===== src/rtl/ldq_ram.sv =====
// ldq_ram: generic single write port, single read port ram
// read data is registered, old data on read during write
// no dependencies
module ldq_ram #(
  parameter int WIDTH = 8,
  parameter int DEPTH = 64
) (
  input  logic                     clk,
  input  logic                     we,
  input  logic [$clog2(DEPTH)-1:0] waddr,
  input  logic [WIDTH-1:0]         wdata,
  input  logic [$clog2(DEPTH)-1:0] raddr,
  output logic [WIDTH-1:0]         rdata
);

  logic [WIDTH-1:0] mem [DEPTH];

  always_ff @(posedge clk) begin
    if (we) begin
      mem[waddr] <= wdata;
    end
    rdata <= mem[raddr];
  end

endmodule


===== config.mk =====
export PLATFORM = sky130hd
export DESIGN_NAME = ldq_ram
export DESIGN_NICKNAME = d
export VERILOG_FILES = /design/src/rtl/ldq_ram.sv
export SDC_FILE = /design/constraint.sdc
export NUM_CORES = 1
export LEC_CHECK = 0
export BUFFER_PORTS_ARGS = -buffer_cell sky130_fd_sc_hd__buf_2
export CORE_UTILIZATION = 50
export DETAILED_ROUTE_END_ITERATION = 6
export PLACE_DENSITY = 0.68
export SYNTH_ARGS = -nofsm -noshare
export SYNTH_HDL_FRONTEND = slang
export SYNTH_SLANG_ARGS = --single-unit

===== constraint.sdc =====
create_clock -name clk -period 1.6 [get_ports clk]
set_input_delay 0.08 -clock clk [delete_from_list [all_inputs] [get_ports clk]]
set_output_delay 0.08 -clock clk [all_outputs]
set_load 0.02 [all_outputs]

Word-level counts from Yosys, hierarchy flattened
Memory sizes are Yosys's and may differ from the RTL's. A register that Yosys moved wholly into a read port is not among the register bits.
Cells that the tools add are included.
{"block": "word_totals", "register_bits": 0, "mem_bits_rw": 512, "inputBits": 22, "output_inout_bits": 8, "wordCells": 3, "memories": 1}
{"memory": "mem", "words": 64, "word_bits": 8, "read_ports": 1, "rd_clocked_by_memory_dff": 1, "write_ports": 1, "line": "16", "rtl": "logic [WIDTH-1:0] mem [DEPTH];"}
{"block": "classes", "n_mux": 2}
{"op": "1-bit two-way mux", "count": 2}

Logic depth before layout (Yosys ltp)
{"block": "logic_depth", "depth_word": 2, "depth_mapped": 9, "ltp_nobuf": 5}

Least setup slack after synthesis
No wires, ideal clock.
{"block": "synth_timing", "path_type": "in2reg", "start": "input port raddr[1]", "end": "register rdata[3], read port of mem", "setup_ps": 128, "arrival_ps": 1620, "t_required_ps": 1472, "setup_slack_ps": -148, "stages": 7, "n_path_buf": 3, "path_cell_list": "buf_4 -> buf_2 -> buf_2 -> mux4_2 -> mux4_2 -> o21ai_1 -> o41ai_1"}
{"item": "start, declared", "line": "12", "rtl": "input logic [$clog2(DEPTH)-1:0] raddr,"}
{"item": "end, declared", "line": "13", "rtl": "output logic [WIDTH-1:0] rdata"}

==> results.md <==
* Placement Setup Slack at -0.5524 ns
* Final worst slack at -0.2449 ns
* GRT Util Overall at between 20% and 30%
* PwrDens at 1170 nW/µm²
* Die W at about 200 µm
* Top post-synthesis cells by area: edfxtp_1, mux4_2, nor2_1
* Initial drt markers at approximately 1,100
* Worst EP arrival at between 2 and 2.5 ns
* Final setup violation count at 8
* Largest stage delay, worst path at ~0.47 ns
* Final Max Slew Viols at 0
* Cells after DPL at ~1,600
* Core outline area at 39,730 µm²
* Failing checks: setup timing
* Filler Cell Count at roughly 2,800
* Nets at between 1,000 and 1,500
* Most numerous cell in the Yosys netlist: edfxtp_1
* Tcrit/Tclk final at 115.3%
* Clk buf depth at 3
* ANT nets after route at 0
* Power Total at approximately 28,000 µW
* EDFF count, synth at roughly 500
* Worst Path Max Fanout at 1
* DRT Pass-1 Iters at 6
* Avg Cell Area, Syn at around 21 µm²
* Commonest cells in the netlist: edfxtp_1, mux4_2, nor2_1, mux2i_1, nand2_1
* Crit path cell chain: mux4_2 > mux2_4 > o221a_4 > nor3_4 > o32ai_1
* CTS HTree Levels at 2
* Port Buffer Count at 29
* Synth area leader: edfxtp_1
* Total CTS buffers at 51
* CP Data Required Time at 2.05 ns
* Starting density of the core at between 50 and 60%
* Total wire length at about 46,000 µm
* Slew headroom at approximately 16%
* Synthesized flop and latch total at between 500 and 600
* Critical path class: flop to flop
* First-pass GRT wire length at approximately 68,000 µm
* Startpoint Class: flop
* Worst min-delay path category: input port to flop
* Vias in the first global route at about 10,000
* Leak at 0.007905 µW
* DP Wirelength at about 29,000 µm
* Post-synth ARST share at 0%
* Post-synth top area share at 76.24%
* Clock transition at the registers of the reported paths at 0.06 ns
* Non-Filler Instances at around 1,700
* Remaining DRCs at 0
* Max cap viols at 0
* Final Hold Fails at 0
* Fmax at 542.0 MHz
* RSZ-0062 raised after global routing: yes
* Clk root buf: clkbuf_16
* Num rows at 73
* Skew-Pair Late Insertion Delay at 0.58 ns
* CTS tree: built
* Post-DR wirelength/cell at between 20 and 30 µm
* Syn nets at a little under 1,000
* Synth Flop Type: edfxtp_1
* Synthesized area at 20,170 µm²
* Routability cong. at 0.8415
* Initial antenna violation count at 1
* Post-synth cell types at 40
* Vias/cell at 5.827
* Mapped Cells at 940
* Vias at around 10,000
* I/O pin cnt at 30
* Tmin final at between 1.5 and 2 ns
* Register area share after synthesis at between 70 and 80%
* Setup crit end kind: flop
* Slowest stage cell, crit path: mux4_2
* Clk_skew at around 0.014 ns
* Outcome: finished with violations
* Peak supply drop at around 0.00083 V
* Layout cell share with drive strength beyond 1 at 37.24%
* Largest net degree at the start of global routing at between 60 and 70
* YS warnings at 0
* Area growth syn-to-layout at 19.10%
* Die area at approximately 41,000 µm²
* Grt ovf at 0
* CTS sink cnt at 520
* Chip height at ~200 µm
* Slew @ Worst Pin at roughly 1.3 ns
-- final timing paths --
check / startpoint / end / slack [ns] / depth (start not counted)
setup / recovery: mem[16][4] / rdata[4] / -0.24 / 5
hold / removal: wdata[1] / mem[60][1] / 0.02 / 2
setup reg to reg: mem[16][4] / rdata[4] / -0.24 / 5
hold reg to reg: mem[31][6] / rdata[6] / 0.88 / 3
-- cells by family after synthesis --
kind of cell    count (synthesis)  share of synthesized area (%)
compound gates                 54                          2.072
buf+inv                        51                          1.570
flops                         520                          77.03
mux                           162                          15.94
simple gates                  153                          3.387
-- where the power goes --
part	internal, µW	switching (µW)
Sequential	15100	51.2
Combinational	730	967
Clock	6470	4810
Total	22300	5830
-- cells in the final DEF (no fill, tap or decap), types with 5 or more instances in the layout --
| cell | count |
|---|---|
| edfxtp_1 | 512 |
| clkbuf_16 | 53 |
| dfxtp_1 | 8 |
| nand2_1 | 19 |
| nor2_1 | 79 |
| o221ai_1 | 8 |
| o22ai_1 | 5 |
| nand3_1 | 12 |
| clkinv_1 | 5 |
| buf_2 | 26 |
| buf_12 | 15 |
| clkinv_2 | 12 |
| mux2_2 | 9 |
| clkbuf_1 | 14 |
| mux2i_1 | 23 |
| buf_4 | 168 |
| nor2b_1 | 14 |
| nand2b_1 | 7 |
| mux4_2 | 126 |
-- routing by layer --
layer  share of wire [%]  track usage [%]  up-vias
li1                    -                -     4365
met2                  48            36.28      403
met1                  41            32.22     5196
met5                   0                0        -
met4                 2.4            6.901        0
met3                 8.6            5.586       70
-- sequential cells by signal, indices dropped and copies added, names as in the netlist --
| register | flops |
|---|---|
| mem | 512 |
| rdata | 8 |
-- critical path: cells and delay by family (launching register included) --
family	cells	cell delay (ns)
compound gates	2	0.40
flops	1	0.39
mux	2	0.75
simple gates	1	0.18
-- area by class of cell --
type	instances	area, µm²	share of cell area, %
clock inverters	23	170.2	0.7085
repair buffers	214	1745	7.267
flip-flops and latches	520	15530	64.68
well taps	525	656.9	2.735
multi-input cells	369	4499	18.73
diodes	2	5.005	0.02084
clock buffers	69	1406	5.855
-- stage by stage --
step	util (%)	cell area (µm²)	setup TNS (ns)	hold WS, ns
floorplan	-	20270	-0.1839	0.1789
global placement	56.01	22250	-3.669	0.5218
detailed placement	56.01	22250	-3.759	0.5333
CTS	60.39	24000	-1.500	0.004196
global route	60.44	24010	-1.896	0.02819
finish	60.45	24020	-1.527	0.01872
-- what timing repair did --
action | 4_1_cts | 5_1_grt
resized for setup | 25 | 4
endpoints found under the hold margin | 35 | 0
hold buffers | 4 | 0
pin swaps | 2 | 0
setup endpoints to repair | 8 | 8
setup buffers | 0 | 0
Power figures use the tool's default switching activity.
