**src/rtl/ldq_pkg.sv**
```systemverilog
// ldq_pkg: shared types and constants of the link delay tail drop queue
// request and result payload structs, command, event and register codes
// no dependencies
package ldq_pkg;

  localparam int QUEUE_DEPTH_DEF = 64;
  localparam int TIME_BITS_DEF   = 32;
  localparam int QB_BITS         = 24;
  localparam int TPB_FRAC_BITS   = 16;
  localparam int CFG_IDX_BITS    = 2;
  localparam int CFG_DATA_BITS   = 32;

  typedef enum logic {
    CMD_ARRIVAL = 1'b0,
    CMD_TICK    = 1'b1
  } cmd_e;

  typedef enum logic {
    EV_FORWARD = 1'b0,
    EV_DROP    = 1'b1
  } event_e;

  typedef enum logic [CFG_IDX_BITS-1:0] {
    REG_MAX_QUEUE_BYTES = 2'd0,
    REG_LATENCY_TICKS   = 2'd1,
    REG_TICKS_PER_BYTE  = 2'd2
  } cfg_reg_e;

  typedef struct packed {
    cmd_e        cmd;
    logic [15:0] pkt_tag;
    logic [15:0] pkt_bytes;
    logic        droppable;
  } req_t;

  typedef struct packed {
    event_e      event_kind;
    logic [15:0] out_tag;
    logic [15:0] out_bytes;
  } rsp_t;

endpackage

```
**src/rtl/ldq_out_buf.sv**
```systemverilog
// ldq_out_buf: two entry result buffer between the queue logic and the receiver
// depends on ldq_pkg for the result struct
module ldq_out_buf
  import ldq_pkg::*;
(
  input  logic clk,
  input  logic rst,
  input  logic push,
  input  rsp_t push_data,
  output logic full,
  output logic rsp_valid,
  input  logic rsp_ready,
  output rsp_t rsp
);

  logic [1:0] ocnt;
  logic [1:0] ocnt_next;
  rsp_t       s0;
  rsp_t       s1;
  logic       pop;

  assign pop       = rsp_valid && rsp_ready;
  assign rsp_valid = (ocnt != 2'd0);
  assign full      = (ocnt == 2'd2);
  assign rsp       = s0;
  assign ocnt_next = ocnt + {1'b0, push} - {1'b0, pop};

  always_ff @(posedge clk) begin
    if (rst) begin
      ocnt <= 2'd0;
    end else begin
      ocnt <= ocnt_next;
    end
  end

  always_ff @(posedge clk) begin
    if (pop) begin
      if (push && ocnt == 2'd1) begin
        s0 <= push_data;
      end else begin
        s0 <= s1;
      end
      if (push && ocnt == 2'd2) begin
        s1 <= push_data;
      end
    end else if (push) begin
      if (ocnt == 2'd0) begin
        s0 <= push_data;
      end else begin
        s1 <= push_data;
      end
    end
  end

endmodule

```
**config.mk**
```make
export PLATFORM = sky130hd
export DESIGN_NAME = ldq_out_buf
export DESIGN_NICKNAME = d
export VERILOG_FILES = /design/src/rtl/ldq_pkg.sv /design/src/rtl/ldq_out_buf.sv
export SDC_FILE = /design/constraint.sdc
export NUM_CORES = 1
export LEC_CHECK = 0
export ABC_AREA = 1
export BUFFER_PORTS_ARGS = -buffer_cell sky130_fd_sc_hd__buf_2
export CAP_MARGIN = 20
export CORE_MARGIN = 4
export CORE_UTILIZATION = 50
export CTS_BUF_LIST = sky130_fd_sc_hd__clkbuf_2
export CTS_CLUSTER_SIZE = 8
export DETAILED_ROUTE_END_ITERATION = 8
export PLACE_DENSITY = 0.85
export RECOVER_POWER = 50
export SYNTH_ARGS = -nofsm -noshare
export SYNTH_HDL_FRONTEND = slang
export SYNTH_SLANG_ARGS = --single-unit
```
**constraint.sdc**
```tcl
create_clock -name clk -period 10.1 [get_ports clk]
set_clock_uncertainty 0.2 [all_clocks]
set_input_delay 0.505 -clock clk [delete_from_list [all_inputs] [get_ports clk]]
set_output_delay 0.505 -clock clk [all_outputs]
set_load 0.01 [all_outputs]
```
### Yosys cells after proc, flatten, opt, wreduce, memory -nomap -nowiden

Index checks and enable logic that the tools add are counted.

* $add $sub $neg: 2
* multipliers: 0
* divide/modulo/power cells: 0
* $lt $le $gt $ge: 0
* equality and inequality tests: 4
* shift-type cells: 0
* mux-type cells: 8
* bitwise logic cells: 0
* reductions and logical operators: 9

Operators by type and width (number)
* $mux W33: 8
* $reduce_bool A2 Y1: 3
* $logic_and A1 B1 Y1: 3
* $reduce_and A3 Y1: 1
* $add A2 B1 Y2: 1
* $eq A2 B1 Y1 const B: 1
* $eq A2 B2 Y1 const B: 1
* $logic_not A2 Y1: 1
* $ne A2 B1 Y1 const B: 1
* $ne A2 B2 Y1 const B: 1
* $reduce_and A2 Y1: 1
* $sub A2 B1 Y2: 1

* bits in registers: 68
* latch bits: 0
* memory bits (writable): 0
* bits in read-only memories: 0
* bits of input ports: 37
* memories kept: 0

### Depth between registers and ports, before layout

Gate-level depths: netlist of run 1.

* depth after elaboration: 4
* depth in mapped cells: 10

### Worst setup path after synthesis of run 1

No wires, ideal clock.

* path type: input port to flip-flop
* start: input port push
* end: register s0 (netlist bit rsp[0]) (enable)
* data arrival time: 2915 ps
* required time: 9431 ps
* slack: 6516 ps
* cell stages on the path: 2
* buffers on the path: 0
* path through: inv_1 o21ai_0

* cells in the longest elaborated chain, start to end: 2

RTL lines
* start: declaration: RTL line ldq_out_buf.sv:8 `input logic push,`
* $reduce_bool A2 Y1 (no source line)
* $reduce_and A2 Y1 (no source line)
* end signal: assignment: RTL line ldq_out_buf.sv:39 `s0 <= push_data;`
* end signal: assignment: RTL line ldq_out_buf.sv:48 `s0 <= push_data;`
* end: declaration: RTL line ldq_out_buf.sv:18 `rsp_t s0;`

Every way passes these cells.
A chain may end at the register's enable or synchronous reset.

### Worst setup path in the final report of run 1

* start: input port rsp_ready
* end: register s0 (netlist bit rsp[1]), data pin

* cells in the longest elaborated chain, start to end: 2

RTL lines
* start: declaration: RTL line ldq_out_buf.sv:12 `input logic rsp_ready,`
* $logic_and A1 B1 Y1: RTL line ldq_out_buf.sv:22 `assign pop = rsp_valid && rsp_ready;`
* $mux W33: RTL line ldq_out_buf.sv:37 `if (pop) begin`

Every way passes these cells.

==> results of run 1 <==
==> per-layer routing <==
layer | GRT usage (%) | vias up
met4 | 10.6 | 0
met5 | 0 | -
li1 | - | 922
met2 | 28.8 | 85
met1 | 21.1 | 835
met3 | 6.10 | 11
==> stage by stage <==
stage	hold slack, ps	cells	power (mW)
finish	179	386	0.621
global route	183	386	0.659
CTS	154	386	0.629
detailed placement	333	336	0.496
global placement	327	336	0.491
floorplan	316	204	0.454
==> cell usage in the layout, fill, tap and decap left out, drive strengths merged, types with 2 or more instances in the layout <==
master        n
nor2          3
nand2        76
edfxtp       66
clkinv        4
inv           7
buf          35
clkbuf       46
a21oi         2
clkinvlp      3
dfxtp         2
nand3        36
dlygate4sd3  34
==> path summary, 6_finish.rpt <==
path / from / to / slack, ps / depth (start not counted)
max reg2reg: ocnt[0] / rsp[1] / 7690 / 5
max: rsp_ready / rsp[1] / 6790 / 4
min: push / ocnt[0] / 180 / 4
min reg2reg: s1[0] / rsp[0] / 370 / 2
==> sequential cells by signal, summed over array words and instances (netlist names) <==
register / count
rsp: 33
ocnt: 2
s1: 33
==> power groups by stage <==
stage,combinational (mW),clock [mW],sequential (mW)
2_1_floorplan,0.0584,0,0.395
3_3_place_gp,0.113,0,0.378
3_5_place_dp,0.117,0,0.380
4_1_cts,0.127,0.129,0.373
5_1_grt,0.137,0.145,0.377
6_report,0.122,0.125,0.374
==> final cells by class <==
| type | count | area [um^2] | share of cell area (%) |
|---|---|---|---|
| clock inverter | 7 | 43.8 | 1.28 |
| timing repair buffer | 106 | 657 | 19.2 |
| inverter | 7 | 26.3 | 0.768 |
| multi-input combinational | 119 | 538 | 15.7 |
| tap | 70 | 87.6 | 2.56 |
| sequential | 68 | 2020 | 59.1 |
| clock buffer | 9 | 45.0 | 1.32 |
==> tightest hold or removal path, cell delays in order <==
cell and delay, ps:
buf_2 110, ha_1 140, inv_1 40, nor2_1 60
==> cell families after synthesis <==
kind of cell             after synthesis  share of synthesized area [%]
adder cells (fa/ha/maj)                1                          0.468
buffers and inverters                 17                           4.17
AND/OR/NAND/NOR                      115                           19.1
AO/OA/AOI/OAI                          3                          0.562
flip-flops                            68                           75.7
==> results.toml, run 1 <==
[finish]
diodes = 0
layout.nets = 349
n_fill_cell = 433
final_util_pct = 66.5
area.growth.synth_to_final_pct = 27.9
final_cell_area_um2 = 3420
drive_gt1_share_pct = 18.7

[sta]
worst_slack_ps = 6790
fmax_mhz = 302
setup_viol = 0
hold_viol = 0
setup-tns-final_ps = 0
period_needed_ps = 3310
worst_slew_pin_slew_ps = 1570
slew_headroom_pct = -4.83
grt_setup_unrepaired = "false"
finalCritPeriodShare_pct = 32.8
finalMaxSlewViolations = 38

[drt]
drtPass1Iterations = 4
dr_wl_met3_um = 398
final_antenna_net_count = 0
via_per_inst = 4.80
post-route-drc-count = 0
wirelength_um = 5280
m1WireLength_um = 2100
wire_per_inst_um = 13.7
wl_met2_um = 2660
vias = 1853
drt_iter0_drc = 134
top_layer_used = "met4"

[synth]
synth-edff-count = 66
synth.area.top_cells = "edfxtp_1 74%, nand2_1 9.7%, nand3_1 6.6%"
post-synth-top-count-cell = "nand2_1"
seq_area_frac_synth_pct = 75.7
ys_seq_elements = 68
syn_area_um2 = 2670
synthArstFlopShare_pct = 0
synth_cells = 204
yosysTopAreaCellShare_pct = 74.2
yosysWarnings = 0
synth_top_area_cell = "edfxtp_1"
synth.top_cells.by_count = "69 x nand2_1, 66 x edfxtp_1, 35 x nand3_1"
yosysUniqueCellTypes = 17
synth_ff_type = "edfxtp_1"
syn_area_per_cell_um2 = 13.1
synth_fp_nets = 242

[cts]
clk_pin_slew_worst_paths_ps = 190
ctsHoldBuffers = 34
worstSkewPairLatency_ps = 490
postCtsResizedCells = 0
cts_setup_buffers = 0
cts.sinks = 68
htreeDepth = 3
cts_tree = "done"
cts_buffer_depth = 2
clock-root-buffer = "clkbuf_2"
cts_made_buffers = 9

[global_routing]
grt_remaining_overflow = 0
grt_usage_pct = 18.0
antenna_found_initial = 0
grt_pass1_wl_um = 8420
grt_max_degree = 38
grt_pass1_vias = 1797

[place]
post-place-ws_ps = 7670
dp_hpwl_um = 3240
port_buffers = 71
place_area_um2 = 3050
gp_congestion = 0.697

[pwr]
internal_power_uw = 436
p_comb_share_pct = 19.6
clock_power_share_pct = 20.1
power.switching_uw = 185
p_leak_nw = 1.39
power_switching_share_pct = 29.8
vdd_drop_max_mv = 0.0871
p_seq_share_pct = 60.2
p_per_area_nw_per_um2 = 182

[critical_path]
crit_slowest_cell = "nand3_1"
crit_arrival_ps = 3380
worstSetupPathType = "in2reg"
path_common_cell = "nand2_1"
worst_setup_path_end_kind = "flop"
slowest_delay_ps = 1290
cp.required_ps = 10170
crit_path_start_kind = "primary input"
critPathMaxFanout = 37
crit_chain = "clkbuf_1 -> nand3_1 -> nand2_1 -> nand2_1"
path_buf_inv = 1
path_delay_family = "simple AND/OR/NAND/NOR gates"

[floorplanning]
initial_utilization_pct = 52.0
fp.dieArea_um2 = 6580
die_h_um = 81.1
rows = 26
io_pins = 72
core-area_um2 = 5140
die_w_um = 81.1

[hold_path]
hp-class = "in2reg"

[run]
drv_cap = 1

[run_status]
status = "finished with violations"
violations = "capacitance limit, slew limit"
(Power assumes the default switching activity.)
==> inputs of run 2 (changes only) <==
- clock period: 10.1 -> 3.25 ns (I/O delays scaled with it)
==> run 2 against run 1 <==
Net effect:
- the run now ends clean
- flip-flop and latch count did not move
- via count increased by 2.0%
- global-route usage shrank 0.69 points
- cell count is 0.78% higher
- combinational power grew to 3.0 times the previous value
- non-clock buffer count is 3 higher
- register-to-register slack lost 6700 ps
- critical endpoint is now ocnt[0]
- largest power group unchanged
- highest routed layer unchanged
==> results.toml, run 2 (synthesized netlist as in run 1, its figures left out) <==
[run_status]
status = "finished clean"

[critical_path]
cp.required_ps = 3410
critPathMaxFanout = 5
crit_path_start_kind = "flop"
worstSetupPathType = "reg2reg"
worst_r2r_path_depth = 10
r2r-start = "ocnt[1]"
worst_setup_path_end_kind = "flop"
rr_endpoint = "ocnt[0]"
r2r_setup_slack_ps = 1000
crit_arrival_ps = 2410

[finish]
layout.nets = 352
multi_input_area_um2 = 541
n_fill_cell = 423
final_cell_area_um2 = 3430
diodes = 0
final_common_cell = "nand2_1"
area.growth.synth_to_final_pct = 28.5
ff_latch_area_um2 = 2020
final_cell_mix = "71 x nand2_1, 66 x edfxtp_1, 63 x clkbuf_1"
final_cells = 389
drive_gt1_share_pct = 9.72

[cts]
cts_setup_buffers = 0
worstSkewPairLatency_ps = 450
postCtsResizedCells = 0
clock-root-buffer = "clkbuf_2"
ctsHoldBuffers = 36
clk_pin_slew_worst_paths_ps = 170
cts_tree = "done"
cts_made_buffers = 9
cts.sinks = 68
cts_buffer_depth = 2
htreeDepth = 3

[run]
drv_cap = 0

[sta]
hold_viol = 0
worst_slew_pin_slew_ps = 998
finalMaxSlewViolations = 0
slew_headroom_pct = 33.2
period_needed_ps = 2250
setup_viol = 0
fmax_mhz = 444
setup-tns-final_ps = 0
worst_slack_ps = 998
grt_setup_unrepaired = "false"
finalCritPeriodShare_pct = 69.3

[drt]
drt_iter0_drc = 92
final_antenna_net_count = 0
drtPass1Iterations = 4
wire_per_inst_um = 13.9
vias = 1890
post-route-drc-count = 0
wirelength_um = 5430
via_per_inst = 4.86

[hold_path]
min_from = "rsp_ready"
whs_path_depth = 7
hp-class = "in2reg"
hold-path-endpoint = "ocnt[1]"

[global_routing]
antenna_found_initial = 0
grt_pass1_vias = 1899
grt_pass1_wl_um = 8360
grt_max_degree = 37
grt_usage_pct = 17.3
grt_remaining_overflow = 0

[floorplanning]
io_pins = 72
core-area_um2 = 5140
initial_utilization_pct = 52.0
die_h_um = 81.1
fp.dieArea_um2 = 6580
die_w_um = 81.1
rows = 26

[pwr]
power_switching_share_pct = 28.5
power.switching_uw = 564
vdd_drop_max_mv = 0.294
clock_power_share_pct = 22.8
p_per_area_nw_per_um2 = 577
internal_power_mw = 1.42
p_seq_share_pct = 58.7
total_power_mw = 1.98
p_comb_share_pct = 18.4
p_leak_nw = 1.35

[place]
post-place-ws_ps = 1230
dp_cells = 337
place_area_um2 = 3060
gp_congestion = 0.721
dp_hpwl_um = 3270
port_buffers = 71
-- run 2: changes by cell type in the layout (fill, tap and decap cells not counted), moves of 2 or more --
cell,change
dlygate4sd3_1,+2
clkinvlp_4,-2
inv_2,-2
buf_2,-26
nand2_1,+2
clkbuf_1,+26
inv_1,+2
-- run 2: stage by stage --
stage | utilization, % | hold WS, ps
2_1_floorplan | - | 33.7
3_3_place_gp | 59.5 | 139
3_5_place_dp | 59.5 | 142
4_1_cts | 68.5 | 91.9
5_1_grt | 66.8 | 134
6_report | 66.8 | 142
-- run 2: power groups by stage --
stage | Sequential [mW] | Combinational (mW) | Clock (mW)
2_1_floorplan | 1.22 | 0.182 | 0
5_1_grt | 1.17 | 0.405 | 0.511
6_report | 1.16 | 0.365 | 0.453
4_1_cts | 1.16 | 0.399 | 0.461
3_5_place_dp | 1.18 | 0.362 | 0
3_3_place_gp | 1.18 | 0.353 | 0
-- run 2: worst max path at each step --
stage                        from      end  slack (ps)  depth (start not counted)
after global placement    ocnt[1]   s1[31]        1290                          6
after CTS                 ocnt[0]  ocnt[0]        1200                         10
final                     ocnt[1]  ocnt[0]        1000                         10
after global routing      ocnt[1]   s1[30]         840                          6
after floorplan           ocnt[1]   rsp[0]         600                          3
after detailed placement  ocnt[1]   s1[25]        1230                          6
-- run 2: cell type report --
type / instances / share of cell area (%)
sequential: 68 / 58.9
timing repair buffer: 109 / 19.0
multi-input combinational: 119 / 15.7
tap: 70 / 2.55
clock inverter: 6 / 1.60
clock buffer: 10 / 1.46
inverter: 7 / 0.765
-- run 2: metal layers --
metal | vias to the layer above | global-route usage, % | routed length (um)
li1 | 933 | - | -
met1 | 876 | 19.0 | 2210
met2 | 70 | 30.9 | 2820
met3 | 11 | 4.21 | 272
met4 | 0 | 9.12 | 125
met5 | - | 0 | 0
-- run 2: worst max-delay path, stage by stage (launching register included) --
cell           delay (ps)
dfxtp_1               360
inv_1                 160
nand2_1               220
nand2_1               190
nand2_1                70
nand2_1                60
inv_1                  40
ha_1                  260
inv_1                  50
nor2_1                 30
dlygate4sd3_1         530
==> inputs of run 3 (changes only) <==
- ABC_AREA: 1 -> 0
- clock period: 3.25 -> 2.1 ns (I/O delays scaled with it)
==> run 3 against run 2 <==
Net effect:
- synthesized cell count decreased by 42%
- maximum frequency increased by 20%
- flip-flop and latch count unchanged
- critical endpoint is now s1[22]
- critical path depth decreased by 8
==> results.toml, run 3 <==
[run_status]
status = "finished clean"

[critical_path]
worst_setup_path_end_kind = "flop"
crit_arrival_ps = 1760
slowest_delay_ps = 690
r2r_setup_slack_ps = 230
crit_chain = "or2_2 -> and3_2"
rr_endpoint = "s1[22]"
critPathMaxFanout = 33
worst_r2r_path_depth = 2
cp.required_ps = 1990
crit_path_start_kind = "flop"
worstSetupPathType = "reg2reg"
crit_slowest_cell = "and3_2"
r2r-start = "ocnt[1]"

[pwr]
p_leak_nw = 1.26
total_power_mw = 2.65
vdd_drop_max_mv = 0.456
p_per_area_nw_per_um2 = 773

[finish]
final_common_cell = "edfxtp_1"
n_fill_cell = 411
drive_gt1_share_pct = 19.5
final_cell_mix = "66 x edfxtp_1, 65 x clkbuf_1, 36 x dlygate4sd3_1"
area.growth.synth_to_final_pct = 28.8
final_cell_area_um2 = 3430
ff_latch_area_um2 = 2020
diodes = 0
multi_input_area_um2 = 554
layout.nets = 275

[sta]
worst_slack_ps = 229
period_needed_ps = 1870
hold_viol = 0
setup-tns-final_ps = 0
fmax_mhz = 534
worst_slew_pin_slew_ps = 756
setup_viol = 0
hold_slack_ps = 168
finalMaxSlewViolations = 0
grt_setup_unrepaired = "false"
finalCritPeriodShare_pct = 89.1
slew_headroom_pct = 49.6

[cts]
cts_tree = "done"
clk_pin_slew_worst_paths_ps = 170
cts_made_buffers = 9
clock-root-buffer = "clkbuf_2"
postCtsResizedCells = 0
cts.sinks = 68
cts_buffer_depth = 2
cts_setup_buffers = 0
ctsHoldBuffers = 36
worstSkewPairLatency_ps = 450
htreeDepth = 3

[synth]
synth-edff-count = 66
synth_cells = 119
ys_seq_elements = 68
synth.area.top_cells = "edfxtp_1 74%, mux2_4 17%, mux2_2 2.5%"
post-synth-top-count-cell = "edfxtp_1"
yosysTopAreaCellShare_pct = 74.4
yosysWarnings = 0
seq_area_frac_synth_pct = 75.9
synth_ff_type = "edfxtp_1"
synth_top_area_cell = "edfxtp_1"
yosysUniqueCellTypes = 16
syn_area_um2 = 2670
synth_fp_nets = 157
syn_area_per_cell_um2 = 22.4
synthArstFlopShare_pct = 0
synth.top_cells.by_count = "66 x edfxtp_1, 30 x mux2_4, 6 x mux2_2"

[global_routing]
grt_pass1_vias = 1525
grt_remaining_overflow = 0
antenna_found_initial = 0
grt_usage_pct = 16.1
grt_pass1_wl_um = 7560
grt_max_degree = 34

[floorplanning]
core-area_um2 = 5140
io_pins = 72
initial_utilization_pct = 51.9
fp.dieArea_um2 = 6560
die_w_um = 81.0
die_h_um = 81.0
rows = 26

[drt]
vias = 1453
via_per_inst = 4.67
post-route-drc-count = 0
wirelength_um = 4760
drt_iter0_drc = 65
final_antenna_net_count = 0
drtPass1Iterations = 4
wire_per_inst_um = 15.3

[hold_path]
whs_path_depth = 3
hp-class = "in2reg"
min_from = "rst"
hold-path-endpoint = "ocnt[0]"

[run]
drv_cap = 0

[place]
place_area_um2 = 3120
port_buffers = 71
post-place-ws_ps = 244
gp_congestion = 0.760
==> run 3: changes by cell type in the layout (fill, tap and decap cells not counted), sizes merged, moves of 2 or more <==
cell and change:
clkbuf +4, inv -6, buf -2, a21oi -2, nor2 -2, mux2 +36
nand3 -36, nand2 -75, nor2b +3
==> run 3: per-layer routing <==
metal,global-route usage [%],vias up,routed length (um)
met3,5.43,4,264
met2,26.4,49,2400
met5,0,-,0
li1,-,705,-
met1,19.3,695,2060
met4,7.09,0,33
==> run 3: layout make-up <==
| class | count | share of cell area, % |
|---|---|---|
| clock buffers | 11 | 1.60 |
| clock inverters | 4 | 1.20 |
| repair buffers | 110 | 19.5 |
| multi-input cells | 47 | 16.1 |
| flip-flops and latches | 68 | 58.9 |
| inverters | 1 | 0.109 |
| well taps | 70 | 2.55 |
==> run 3: stage by stage <==
stage / util, % / cells
floorplan: - / 119
global placement: 60.8 / 260
detailed placement: 60.8 / 260
CTS: 69.6 / 311
global route: 66.8 / 311
finish: 66.8 / 311
==> run 3: cells by family after synthesis <==
family / synth area share (%)
buf+inv: 1.41
mux: 19.4
flops: 75.9
simple gates: 2.02
compound gates: 0.798
fa+ha+maj: 0.469
==> run 3: worst max-delay path by stage <==
| stage | slack (ps) | to | from | depth (start not counted) |
|---|---|---|---|---|
| 2_1_floorplan | 90 | s1[0] | ocnt[1] | 2 |
| 3_3_place_gp | 320 | s1[23] | ocnt[1] | 2 |
| 3_5_place_dp | 240 | s1[22] | ocnt[1] | 2 |
| 4_1_cts | 220 | s1[22] | ocnt[1] | 2 |
| 5_1_grt | 90 | s1[21] | ocnt[1] | 2 |
| 6_report | 230 | s1[22] | ocnt[1] | 2 |
==> run 3: critical path: cells and delay by family (launching register included) <==
kind	cells	cell delay [ps]
AND/OR/NAND/NOR	2	860
flip-flops	1	440
==> run 3: power breakdown <==
part           switching [mW]  internal (mW)  leakage [nW]
sequential             0.0274           1.61         0.643
combinational           0.165          0.161         0.551
clock                   0.421          0.269        0.0645
total                   0.614           2.04          1.26
